--- src/hw/rtl/ycc420_pkg.sv ---
// Shared types and constants for the RGB to Y'CbCr 4:2:0 converter.
// Used by ycc420_pos, ycc420_csc and rgb_to_ycbcr420_converter. No dependencies.
`timescale 1ns / 1ps
`default_nettype none

package ycc420_pkg;

    // Largest frame dimension the position counters cover
    localparam int unsigned MAX_DIM_DEF = 4096;

    // Configuration port
    localparam int CFG_W = 13;
    localparam int IDX_W = 2;

    typedef enum logic [IDX_W-1:0] {
        REG_FRAME_WIDTH    = 2'd0,
        REG_FRAME_HEIGHT   = 2'd1,
        REG_SD_WIDTH_LIMIT = 2'd2
    } t_cfg_idx;

    localparam logic [CFG_W-1:0] FRAME_WIDTH_RST    = 13'd1920;
    localparam logic [CFG_W-1:0] FRAME_HEIGHT_RST   = 13'd1080;
    localparam logic [CFG_W-1:0] SD_WIDTH_LIMIT_RST = 13'd720;

    // Q0.16 coefficients, BT.601
    localparam logic [15:0] C601_YR = 16'd16843;
    localparam logic [15:0] C601_YG = 16'd33030;
    localparam logic [15:0] C601_YB = 16'd6423;
    localparam logic [15:0] C601_UR = 16'd9699;
    localparam logic [15:0] C601_UG = 16'd19071;
    localparam logic [15:0] C601_VG = 16'd24117;
    localparam logic [15:0] C601_VB = 16'd4653;
    // Q0.16 coefficients, BT.709
    localparam logic [15:0] C709_YR = 16'd11993;
    localparam logic [15:0] C709_YG = 16'd40239;
    localparam logic [15:0] C709_YB = 16'd4063;
    localparam logic [15:0] C709_UR = 16'd6619;
    localparam logic [15:0] C709_UG = 16'd22217;
    localparam logic [15:0] C709_VG = 16'd26149;
    localparam logic [15:0] C709_VB = 16'd2621;
    // 0.439, shared by both sets
    localparam logic [15:0] C_UVMAX = 16'd28770;

    // Per-pixel position and mode flags that travel with the pixel
    typedef struct packed {
        logic sd;
        logic cvalid;
        logic lend;
        logic fend;
    } t_side;

endpackage

`default_nettype wire

--- src/hw/rtl/ycc420_pos.sv ---
// Column/row position counters for the converter.
// Flags chroma sites, line and frame ends, and picks the coefficient set. Uses ycc420_pkg.
`timescale 1ns / 1ps
`default_nettype none

module ycc420_pos #(
    parameter int unsigned MAX_DIM = ycc420_pkg::MAX_DIM_DEF
) (
    input  wire logic                         i_clk,
    input  wire logic                         i_rst_n,
    input  wire logic                         i_advance,
    input  wire logic [ycc420_pkg::CFG_W-1:0] i_frame_width,
    input  wire logic [ycc420_pkg::CFG_W-1:0] i_frame_height,
    input  wire logic [ycc420_pkg::CFG_W-1:0] i_sd_width_limit,
    output ycc420_pkg::t_side                 o_side
);
    import ycc420_pkg::*;

    localparam int CW = $clog2(MAX_DIM);
    localparam int DW = (CW + 1 > CFG_W) ? CW + 1 : CFG_W;
    localparam logic [DW-1:0] DIM_MAX = DW'(MAX_DIM);

    logic [CW-1:0] r_col, n_col;
    logic [CW-1:0] r_row, n_row;
    logic [DW-1:0] w_eff, h_eff, fw_ext, fh_ext;
    logic [DW-1:0] col_p1, row_p1;
    logic          row_wrap;

    assign fw_ext = DW'(i_frame_width);
    assign fh_ext = DW'(i_frame_height);

    // zero acts as one, oversize clamps to the counter range
    always_comb begin
        if (fw_ext == '0) begin
            w_eff = DW'(1);
        end else if (fw_ext > DIM_MAX) begin
            w_eff = DIM_MAX;
        end else begin
            w_eff = fw_ext;
        end
        if (fh_ext == '0) begin
            h_eff = DW'(1);
        end else if (fh_ext > DIM_MAX) begin
            h_eff = DIM_MAX;
        end else begin
            h_eff = fh_ext;
        end
    end

    assign col_p1   = DW'(r_col) + DW'(1);
    assign row_p1   = DW'(r_row) + DW'(1);
    assign row_wrap = (row_p1 >= h_eff);

    always_comb begin
        o_side.sd     = (i_frame_width <= i_sd_width_limit);
        o_side.cvalid = ~r_col[0] & ~r_row[0];
        o_side.lend   = (col_p1 >= w_eff);
        o_side.fend   = o_side.lend & row_wrap;
    end

    always_comb begin
        n_col = r_col;
        n_row = r_row;
        if (i_advance) begin
            if (o_side.lend) begin
                n_col = '0;
                n_row = row_wrap ? '0 : CW'(row_p1);
            end else begin
                n_col = CW'(col_p1);
            end
        end
    end

    always_ff @(posedge i_clk) begin
        if (!i_rst_n) begin
            r_col <= '0;
            r_row <= '0;
        end else begin
            r_col <= n_col;
            r_row <= n_row;
        end
    end

endmodule

`default_nettype wire

--- src/hw/rtl/ycc420_csc.sv ---
// Color space conversion datapath: product register, then sum/clamp into the result register.
// Coefficients come from ycc420_pkg.
`timescale 1ns / 1ps
`default_nettype none

module ycc420_csc (
    input  wire logic       i_clk,
    input  wire logic       i_en_prod,
    input  wire logic       i_en_out,
    input  wire logic       i_sd,
    input  wire logic       i_cvalid,
    input  wire logic [7:0] i_red,
    input  wire logic [7:0] i_green,
    input  wire logic [7:0] i_blue,
    output logic      [7:0] o_luma,
    output logic      [7:0] o_blue_diff,
    output logic      [7:0] o_red_diff
);
    import ycc420_pkg::*;

    localparam logic [26:0] Y_OFS = 27'(16) << 16;
    localparam logic [26:0] C_OFS = 27'(128) << 16;
    localparam logic [7:0]  C_NEUTRAL = 8'd128;

    // product slots: Y r/g/b, Cb r/g/b, Cr r/g/b
    localparam int P_YR = 0, P_YG = 1, P_YB = 2;
    localparam int P_UR = 3, P_UG = 4, P_UB = 5;
    localparam int P_VR = 6, P_VG = 7, P_VB = 8;
    localparam int NP   = 9;

    logic [15:0] k_yr, k_yg, k_yb, k_ur, k_ug, k_vg, k_vb;
    logic [23:0] n_p [NP];
    logic [23:0] r_p [NP];
    logic [26:0] s_y, s_cb, s_cr;
    logic [7:0]  n_luma, n_cb, n_cr;

    // drop the fraction; negative floors to 0, overflow saturates
    function automatic logic [7:0] to_byte(input logic [26:0] acc);
        logic [7:0] res;
        if (acc[26]) begin
            res = 8'd0;
        end else if (|acc[25:24]) begin
            res = 8'd255;
        end else begin
            res = acc[23:16];
        end
        return res;
    endfunction

    always_comb begin
        k_yr = i_sd ? C601_YR : C709_YR;
        k_yg = i_sd ? C601_YG : C709_YG;
        k_yb = i_sd ? C601_YB : C709_YB;
        k_ur = i_sd ? C601_UR : C709_UR;
        k_ug = i_sd ? C601_UG : C709_UG;
        k_vg = i_sd ? C601_VG : C709_VG;
        k_vb = i_sd ? C601_VB : C709_VB;
    end

    always_comb begin
        n_p[P_YR] = {8'd0, k_yr}    * {16'd0, i_red};
        n_p[P_YG] = {8'd0, k_yg}    * {16'd0, i_green};
        n_p[P_YB] = {8'd0, k_yb}    * {16'd0, i_blue};
        n_p[P_UR] = {8'd0, k_ur}    * {16'd0, i_red};
        n_p[P_UG] = {8'd0, k_ug}    * {16'd0, i_green};
        n_p[P_UB] = {8'd0, C_UVMAX} * {16'd0, i_blue};
        n_p[P_VR] = {8'd0, C_UVMAX} * {16'd0, i_red};
        n_p[P_VG] = {8'd0, k_vg}    * {16'd0, i_green};
        n_p[P_VB] = {8'd0, k_vb}    * {16'd0, i_blue};
    end

    always_ff @(posedge i_clk) begin
        if (i_en_prod) begin
            r_p <= n_p;
        end
    end

    always_comb begin
        s_y  = 27'(r_p[P_YR]) + 27'(r_p[P_YG]) + 27'(r_p[P_YB]) + Y_OFS;
        s_cb = 27'(r_p[P_UB]) - 27'(r_p[P_UR]) - 27'(r_p[P_UG]) + C_OFS;
        s_cr = 27'(r_p[P_VR]) - 27'(r_p[P_VG]) - 27'(r_p[P_VB]) + C_OFS;
        n_luma = to_byte(s_y);
        n_cb   = i_cvalid ? to_byte(s_cb) : C_NEUTRAL;
        n_cr   = i_cvalid ? to_byte(s_cr) : C_NEUTRAL;
    end

    always_ff @(posedge i_clk) begin
        if (i_en_out) begin
            o_luma      <= n_luma;
            o_blue_diff <= n_cb;
            o_red_diff  <= n_cr;
        end
    end

endmodule

`default_nettype wire

--- src/hw/rtl/rgb_to_ycbcr420_converter.sv ---
// Top level of the RGB to studio-range Y'CbCr 4:2:0 converter.
// Instantiates ycc420_pos and ycc420_csc; types and constants from ycc420_pkg.
//
//   channel   dir  handshake                   payload
//   pixel in  in   i_in_valid / o_in_stall     i_red, i_green, i_blue
//   result    out  o_out_valid / i_out_stall   o_luma, o_chroma_valid, o_blue_diff,
//                                              o_red_diff, o_line_end, o_frame_end
//   config    in   i_cfg_valid / o_cfg_ready   i_cfg_index, i_cfg_data
//
// One pixel per clock unless the result side stalls; registered in the input, product
// and result registers. Position flags are taken when the pixel is accepted.
// Synchronous active-low reset clears the counters and stage valids, presets config
// registers. A result-side stall backs up stage by stage; empty stages keep filling.
`timescale 1ns / 1ps
`default_nettype none

module rgb_to_ycbcr420_converter #(
    parameter int unsigned MAX_DIM = ycc420_pkg::MAX_DIM_DEF
) (
    input  wire logic                         i_clk,
    input  wire logic                         i_rst_n,
    // pixel in
    input  wire logic                         i_in_valid,
    output logic                              o_in_stall,
    input  wire logic [7:0]                   i_red,
    input  wire logic [7:0]                   i_green,
    input  wire logic [7:0]                   i_blue,
    // result out
    output logic                              o_out_valid,
    input  wire logic                         i_out_stall,
    output logic      [7:0]                   o_luma,
    output logic                              o_chroma_valid,
    output logic      [7:0]                   o_blue_diff,
    output logic      [7:0]                   o_red_diff,
    output logic                              o_line_end,
    output logic                              o_frame_end,
    // configuration
    input  wire logic                         i_cfg_valid,
    output logic                              o_cfg_ready,
    input  wire logic [ycc420_pkg::IDX_W-1:0] i_cfg_index,
    input  wire logic [ycc420_pkg::CFG_W-1:0] i_cfg_data
);
    import ycc420_pkg::*;

    logic [CFG_W-1:0] r_frame_width, r_frame_height, r_sd_width_limit;
    logic             r_v1, r_v2, r_v3;
    logic             adv1, adv2, adv3, in_acc;
    logic [7:0]       r_red, r_green, r_blue;
    t_side            pos_side, r_side1, r_side2, r_side3;

    assign o_cfg_ready = 1'b1;

    always_ff @(posedge i_clk) begin
        if (!i_rst_n) begin
            r_frame_width    <= FRAME_WIDTH_RST;
            r_frame_height   <= FRAME_HEIGHT_RST;
            r_sd_width_limit <= SD_WIDTH_LIMIT_RST;
        end else if (i_cfg_valid && o_cfg_ready) begin
            unique case (t_cfg_idx'(i_cfg_index))
                REG_FRAME_WIDTH:    r_frame_width    <= i_cfg_data;
                REG_FRAME_HEIGHT:   r_frame_height   <= i_cfg_data;
                REG_SD_WIDTH_LIMIT: r_sd_width_limit <= i_cfg_data;
                default: ;
            endcase
        end
    end

    // a stage may load when it is empty or its contents move on
    assign adv3       = ~r_v3 | ~i_out_stall;
    assign adv2       = ~r_v2 | adv3;
    assign adv1       = ~r_v1 | adv2;
    assign o_in_stall = ~adv1;
    assign in_acc     = i_in_valid & adv1;

    always_ff @(posedge i_clk) begin
        if (!i_rst_n) begin
            r_v1 <= 1'b0;
            r_v2 <= 1'b0;
            r_v3 <= 1'b0;
        end else begin
            if (adv1) begin
                r_v1 <= i_in_valid;
            end
            if (adv2) begin
                r_v2 <= r_v1;
            end
            if (adv3) begin
                r_v3 <= r_v2;
            end
        end
    end

    ycc420_pos #(
        .MAX_DIM (MAX_DIM)
    ) u_pos (
        .i_clk            (i_clk),
        .i_rst_n          (i_rst_n),
        .i_advance        (in_acc),
        .i_frame_width    (r_frame_width),
        .i_frame_height   (r_frame_height),
        .i_sd_width_limit (r_sd_width_limit),
        .o_side           (pos_side)
    );

    always_ff @(posedge i_clk) begin
        if (in_acc) begin
            r_red   <= i_red;
            r_green <= i_green;
            r_blue  <= i_blue;
            r_side1 <= pos_side;
        end
        if (adv2 && r_v1) begin
            r_side2 <= r_side1;
        end
        if (adv3 && r_v2) begin
            r_side3 <= r_side2;
        end
    end

    ycc420_csc u_csc (
        .i_clk       (i_clk),
        .i_en_prod   (adv2 & r_v1),
        .i_en_out    (adv3 & r_v2),
        .i_sd        (r_side1.sd),
        .i_cvalid    (r_side2.cvalid),
        .i_red       (r_red),
        .i_green     (r_green),
        .i_blue      (r_blue),
        .o_luma      (o_luma),
        .o_blue_diff (o_blue_diff),
        .o_red_diff  (o_red_diff)
    );

    assign o_out_valid    = r_v3;
    assign o_chroma_valid = r_side3.cvalid;
    assign o_line_end     = r_side3.lend;
    assign o_frame_end    = r_side3.fend;

endmodule

`default_nettype wire

--- config.mk ---
export PLATFORM = sky130hd
export DESIGN_NAME = rgb_to_ycbcr420_converter
export DESIGN_NICKNAME = d
export VERILOG_FILES = /design/src/hw/rtl/ycc420_pkg.sv /design/src/hw/rtl/ycc420_pos.sv /design/src/hw/rtl/ycc420_csc.sv /design/src/hw/rtl/rgb_to_ycbcr420_converter.sv
export SDC_FILE = /design/constraint.sdc
export NUM_CORES = 2
export LEC_CHECK = 0
export BUFFER_PORTS_ARGS = -buffer_cell sky130_fd_sc_hd__buf_2
export CAP_MARGIN = 40
export CORE_ASPECT_RATIO = 1.2
export CORE_UTILIZATION = 60
export DETAILED_ROUTE_END_ITERATION = 8
export PLACE_DENSITY = 0.77
export SYNTH_ARGS = -nofsm -noshare
export SYNTH_HDL_FRONTEND = slang
export SYNTH_SLANG_ARGS = --single-unit
--- constraint.sdc ---
create_clock -name i_clk -period 13.8 [get_ports i_clk]
set_input_delay 0.69 -clock i_clk [delete_from_list [all_inputs] [get_ports i_clk]]
set_output_delay 0.69 -clock i_clk [all_outputs]
set_load 0.005 [all_outputs]
-- Word-level counts from Yosys, hierarchy flattened
Index checks and enable logic that the tools add are counted.
W data, S select, Z words.
- register bits after elaboration: 336
- input port bits: 44
- output and inout bits: 30
- logic and storage cells: 110
- add/sub/neg operators: 11
- $mul: 9
- magnitude comparators: 5
- equality and inequality tests: 2
- mux-type cells: 18
- bitwise gates (word level): 16
- reductions and logical operators: 14
- operator list (operator ; count):
    $mul A16 B8 Y24 ; 7
    $mux W13 ; 8
    $add A27 B24 Y27 const B ; 2
    $sub A27 B24 Y27 ; 2
    $sub A23 B24 Y25 ; 2
    $mul A14 B8 Y22 const A ; 2
    $mux W8 ; 5
    $mux W14 ; 2
    $add A27 B21 Y27 const B ; 1
    $add A27 B24 Y27 ; 1
    $add A12 B1 Y13 const B ; 2
    $ge A13 B13 Y1 ; 2
    $gt A13 B13 Y1 const B ; 2
    $logic_not A13 Y1 ; 2
    $add A24 B24 Y25 ; 1
    $mux W12 ; 2
    $mux W15 ; 1
    $le A13 B13 Y1 ; 1
    $reduce_or A2 Y1 ; 5
    $not A1 Y1 ; 8
    $reduce_and A2 Y1 ; 4
    $and A1 B1 Y1 ; 5
    $or A1 B1 Y1 ; 3
    $eq A2 B1 Y1 const B ; 1
    3 further kinds ; 4

-- Logic depth before layout (Yosys ltp)
- depth after elaboration: 6
- gate-level depth with buffers: 24
- gate-level depth less buffers: 22

-- Modules after synthesis
From an unflattened synthesis, not the netlist that was laid out.
- cell total of the unflattened synthesis: 3686
- area total of the unflattened synthesis: 37746.2 um^2
- by module, submodules not included (module ; times used ; cells each ; area an instance (um^2) ; seq. area each (um^2)):
    ycc420_csc ; 1 ; 3169 ; 32592.5 ; 6816.5
    rgb_to_ycbcr420_converter ; 1 ; 206 ; 2722.6 ; 1861.8
    ycc420_pos ; 1 ; 311 ; 2431.1 ; 480.5

-- Least setup slack after synthesis
No wires, ideal clock.
- path kind: input to register
- from: input i_out_stall
- to: register r_side2[0] (netlist bit) (enable)
- library setup time: 0.803 ns
- arrival time: 10.040 ns
- required time: 12.997 ns
- slack: 2.957 ns
- stages: 2
- path buffers: 0
- cell sequence: and3_1 -> nor2b_1
- longest elaborated chain between the ends: 4
- RTL lines (item ; line ; source):
    start, declared ; rgb_to_ycbcr420_converter.sv:30 ; input wire logic i_out_stall,
    $not A1 Y1 ; rgb_to_ycbcr420_converter.sv:69 ; assign adv3 = ~r_v3 | ~i_out_stall;
    $or A1 B1 Y1 ; rgb_to_ycbcr420_converter.sv:69 ;
    $or A1 B1 Y1 ; rgb_to_ycbcr420_converter.sv:70 ; assign adv2 = ~r_v2 | adv3;
    $logic_and A1 B1 Y1 ; rgb_to_ycbcr420_converter.sv:112 ; if (adv2 && r_v1) begin
    end signal, assigned ; rgb_to_ycbcr420_converter.sv:113 ; r_side2 <= r_side1;
    end, declared ; rgb_to_ycbcr420_converter.sv:49 ; t_side pos_side, r_side1, r_side2, r_side3;
Every way passes these cells.
A chain may end at the register's enable or synchronous reset.

==> impl_metrics.xml <==
<?xml version="1.0" encoding="UTF-8"?>
<metrics>
  <group name="worst_setup_path">
    <metric name="cp-start-kind" unit="">flip-flop</metric>
    <metric name="critical_path_class" unit="">flip-flop to flip-flop</metric>
    <metric name="cp_data_arrival_time" unit="ns">6.36</metric>
    <metric name="cp_data_required_time" unit="ns">14.15</metric>
    <metric name="critical_path.max_fanout" unit="">35</metric>
    <metric name="critPathCaptureType" unit="">flip-flop</metric>
    <metric name="rr_worst_depth" unit="">16</metric>
  </group>
  <group name="grt">
    <metric name="overall_overflow_remaining_after_global_route" unit="">0</metric>
    <metric name="grt_max_degree" unit="">165</metric>
    <metric name="antenna_found_initial" unit="">0</metric>
    <metric name="grt_first_pass_wirelength" unit="mm">145</metric>
    <metric name="first_global_vias" unit="">28303</metric>
    <metric name="global_route.usage.total" unit="">0.285</metric>
  </group>
  <group name="min_path">
    <metric name="hold-path-cell-count" unit="">1</metric>
    <metric name="hold_path.class" unit="">primary input to flip-flop</metric>
  </group>
  <group name="layout">
    <metric name="numnets_final" unit="">5080</metric>
    <metric name="layout.cells.most_common" unit="">ha_1</metric>
    <metric name="num-fill-cells" unit="">4925</metric>
    <metric name="drive_gt1_frac" unit="">0.0530</metric>
    <metric name="area_growth_syn_to_layout" unit="%">7.62</metric>
    <metric name="utilization_after_layout" unit="">0.654</metric>
    <metric name="antennaDiodeCount" unit="">0</metric>
    <metric name="layout.cells.most_common_list" unit="">755 x ha_1, 698 x inv_1, 330 x fa_1</metric>
  </group>
  <group name="clock_tree">
    <metric name="insertion_delay" unit="ns">0.60</metric>
    <metric name="post_cts_resized" unit="">0</metric>
    <metric name="clock_path_buffers" unit="">3</metric>
    <metric name="hold_bufs_at_cts" unit="">0</metric>
    <metric name="post_cts_buffers" unit="">0</metric>
    <metric name="clkTransAtPathRegs" unit="ns">0.07</metric>
    <metric name="htree_num_levels" unit="">2</metric>
    <metric name="numClockSinks" unit="">328</metric>
    <metric name="clock_tree_from_tritoncts" unit="">built</metric>
    <metric name="cts_made_buffers" unit="">40</metric>
    <metric name="clockRootBuffer" unit="">clkbuf_16</metric>
  </group>
  <group name="status">
    <metric name="result_of_the_run" unit="">finished clean</metric>
  </group>
  <group name="die">
    <metric name="rows" unit="">101</metric>
    <metric name="floorplan.die.height" unit="um">279</metric>
    <metric name="core-area" unit="um2">63300</metric>
    <metric name="die_area" unit="um2">65200</metric>
    <metric name="design.portCount" unit="">74</metric>
    <metric name="start_util" unit="">0.608</metric>
    <metric name="die_x" unit="um">233</metric>
  </group>
  <group name="route">
    <metric name="drc_errors" unit="">0</metric>
    <metric name="remaining_antenna_violation_count" unit="">0</metric>
    <metric name="detailedRoute.firstIterationViolations" unit="">1421</metric>
    <metric name="firstDrtPassIters" unit="">5</metric>
    <metric name="avgViaCountPerCell" unit="">5.68</metric>
    <metric name="totalWireLength" unit="mm">89.1</metric>
    <metric name="num_vias" unit="">27312</metric>
    <metric name="route.detailed.wl_per_inst" unit="um">18.5</metric>
  </group>
  <group name="logic_synthesis">
    <metric name="synth_largest_type_area_fraction" unit="">0.245</metric>
    <metric name="syn-instance-count" unit="">3843</metric>
    <metric name="netlist_cell_types" unit="">79</metric>
    <metric name="netlist_area_before_placement" unit="um2">38500</metric>
    <metric name="netlist_top_cells_area" unit="">ha_1 25%, edfxtp_1 20%, fa_1 17%</metric>
    <metric name="ys_ff_latch" unit="">328</metric>
    <metric name="ys_async_sr_fraction" unit="">0</metric>
    <metric name="synthDominantAreaCellType" unit="">ha_1</metric>
    <metric name="register_area_share_after_synthesis" unit="">0.239</metric>
    <metric name="postSynth.topFlopCell" unit="">edfxtp_1</metric>
    <metric name="syn-mean-instance-area" unit="um2">10.0</metric>
    <metric name="yosysWarnings" unit="">0</metric>
    <metric name="number_of_flops_mapped_to_enable_cells_by_yosys" unit="">262</metric>
  </group>
  <group name="placement">
    <metric name="gp_congestion" unit="">0.955</metric>
    <metric name="port_buffers" unit="">72</metric>
    <metric name="post-dp-hpwl" unit="mm">73.3</metric>
    <metric name="dp_worst_setup_slack" unit="ns">7.88</metric>
  </group>
  <group name="timing">
    <metric name="timing_hold_violations_final" unit="">0</metric>
    <metric name="fmaxAchievable" unit="MHz">166</metric>
    <metric name="totalNegativeSetupSlack" unit="ns">0</metric>
    <metric name="layout_min_cycle_time" unit="ns">6.02</metric>
    <metric name="final_min_period_over_clock_period" unit="">0.436</metric>
    <metric name="timing.max_slew.rel_slack" unit="">0.324</metric>
    <metric name="post-route-worst-setup-slack" unit="ns">7.78</metric>
    <metric name="finClkSkew" unit="ns">0.0181</metric>
    <metric name="report.final.setup_viol" unit="">0</metric>
    <metric name="final_max_slew_viol_count" unit="">0</metric>
    <metric name="rsz0062_at_grt" unit="">false</metric>
    <metric name="holdWs" unit="ns">0.272</metric>
    <metric name="max_slew.worst_pin.slew" unit="ns">1.01</metric>
  </group>
  <group name="job">
    <metric name="cap_viol_max_count" unit="">0</metric>
  </group>
</metrics>
==> final cells by class <==
class / count / area (um2) / share of cell area
flip-flops and latches: 328 / 9190 / 0.222
repair buffers: 87 / 502 / 0.0121
clock buffers: 49 / 1150 / 0.0279
multi-input cells: 2795 / 26600 / 0.642
well taps: 824 / 1030 / 0.0249
inverters: 699 / 2620 / 0.0633
clock inverters: 25 / 310 / 0.00749
==> flip-flops by register name, indices dropped and copies added, names as in the netlist, 3 cells and up <==
name / flops
r_blue: 8
r_frame_height: 13
r_frame_width: 13
r_green: 8
r_red: 8
r_sd_width_limit: 13
r_side1: 4
r_side2: 3
u_csc.o_blue_diff: 8
u_csc.o_luma: 8
u_csc.o_red_diff: 8
u_csc.r_p: 204
u_pos.r_col: 12
u_pos.r_row: 12
==> per-stage QoR <==
stage          cells  instance area (um2)
2_1_floorplan   3859                38500
3_3_place_gp    4730                39900
3_5_place_dp    4733                40000
4_1_cts         4807                41400
5_1_grt         4807                41400
6_report        4807                41400
==> synth_stat cells (17+ instances only) <==
| cell | count |
|---|---|
| a211oi_1 | 21 |
| a21o_1 | 80 |
| or3_1 | 23 |
| ha_1 | 755 |
| xor2_1 | 65 |
| o21a_1 | 63 |
| a21oi_1 | 169 |
| nand4_1 | 20 |
| nand3b_1 | 17 |
| nand3_1 | 62 |
| a21boi_0 | 54 |
| and3_1 | 35 |
| and2_1 | 21 |
| nor2_1 | 142 |
| fa_1 | 330 |
| edfxtp_1 | 262 |
| nand2b_1 | 55 |
| nand2_1 | 234 |
| xnor2_1 | 176 |
| o21ai_0 | 140 |
| clkbuf_1 | 35 |
| dfxtp_1 | 66 |
| nor3_1 | 60 |
| nor2b_1 | 50 |
| inv_1 | 699 |
| o21bai_1 | 23 |
==> cells by family (layout without fill, tap and decap cells) <==
family | count (synthesis) | in the layout | share of synthesized area
AOI/OAI and AO/OA | 685 | 685 | 0.119
xor gates and xnor gates | 241 | 241 | 0.0548
adders and majority gates | 1085 | 1085 | 0.417
buffers and inverters | 736 | 860 | 0.0721
DFF | 328 | 328 | 0.239
muxes | 1 | 1 | 0.000260
other | 2 | 18 | 0.000195
and+or+nand+nor | 765 | 765 | 0.0977
==> per-layer routing <==
metal  vias to the layer above  track usage  share of wire
met5                         -            0              0
met4                         0        0.162          0.063
met3                       205       0.0266          0.040
met2                       630        0.498           0.49
met1                     13183        0.342           0.40
li1                      13294            -              -
==> final timing paths <==
| kind | endpoint | slack, ns | start |
|---|---|---|---|
| worst min register to register | r_side2[1] | 0.42 | r_side1[1] |
| worst max register to register | u_csc.r_p[214] | 7.78 | r_side1[3] |
| worst max-delay path | u_csc.r_p[214] | 7.78 | r_side1[3] |
| worst min-delay path | r_blue[3] | 0.27 | i_blue[3] |
==> critical path: stages, from the launching register on <==
cell and delay [ns]:
edfxtp_1 0.68, buf_4 0.37, nor2_1 0.70, ha_1 0.40, fa_1 0.56, inv_1 0.05, fa_1 0.47, inv_1 0.05
fa_1 0.45, ha_1 0.34, a2111o_1 0.45, or3_1 0.31, o21ai_0 0.25, o21ai_0 0.20, a21o_1 0.21, a21oi_1 0.17
xnor2_1 0.08
Power is left out: the tool's default activity adds up to more than one toggle a clock period on the data nets, which glitch-free logic cannot reach.
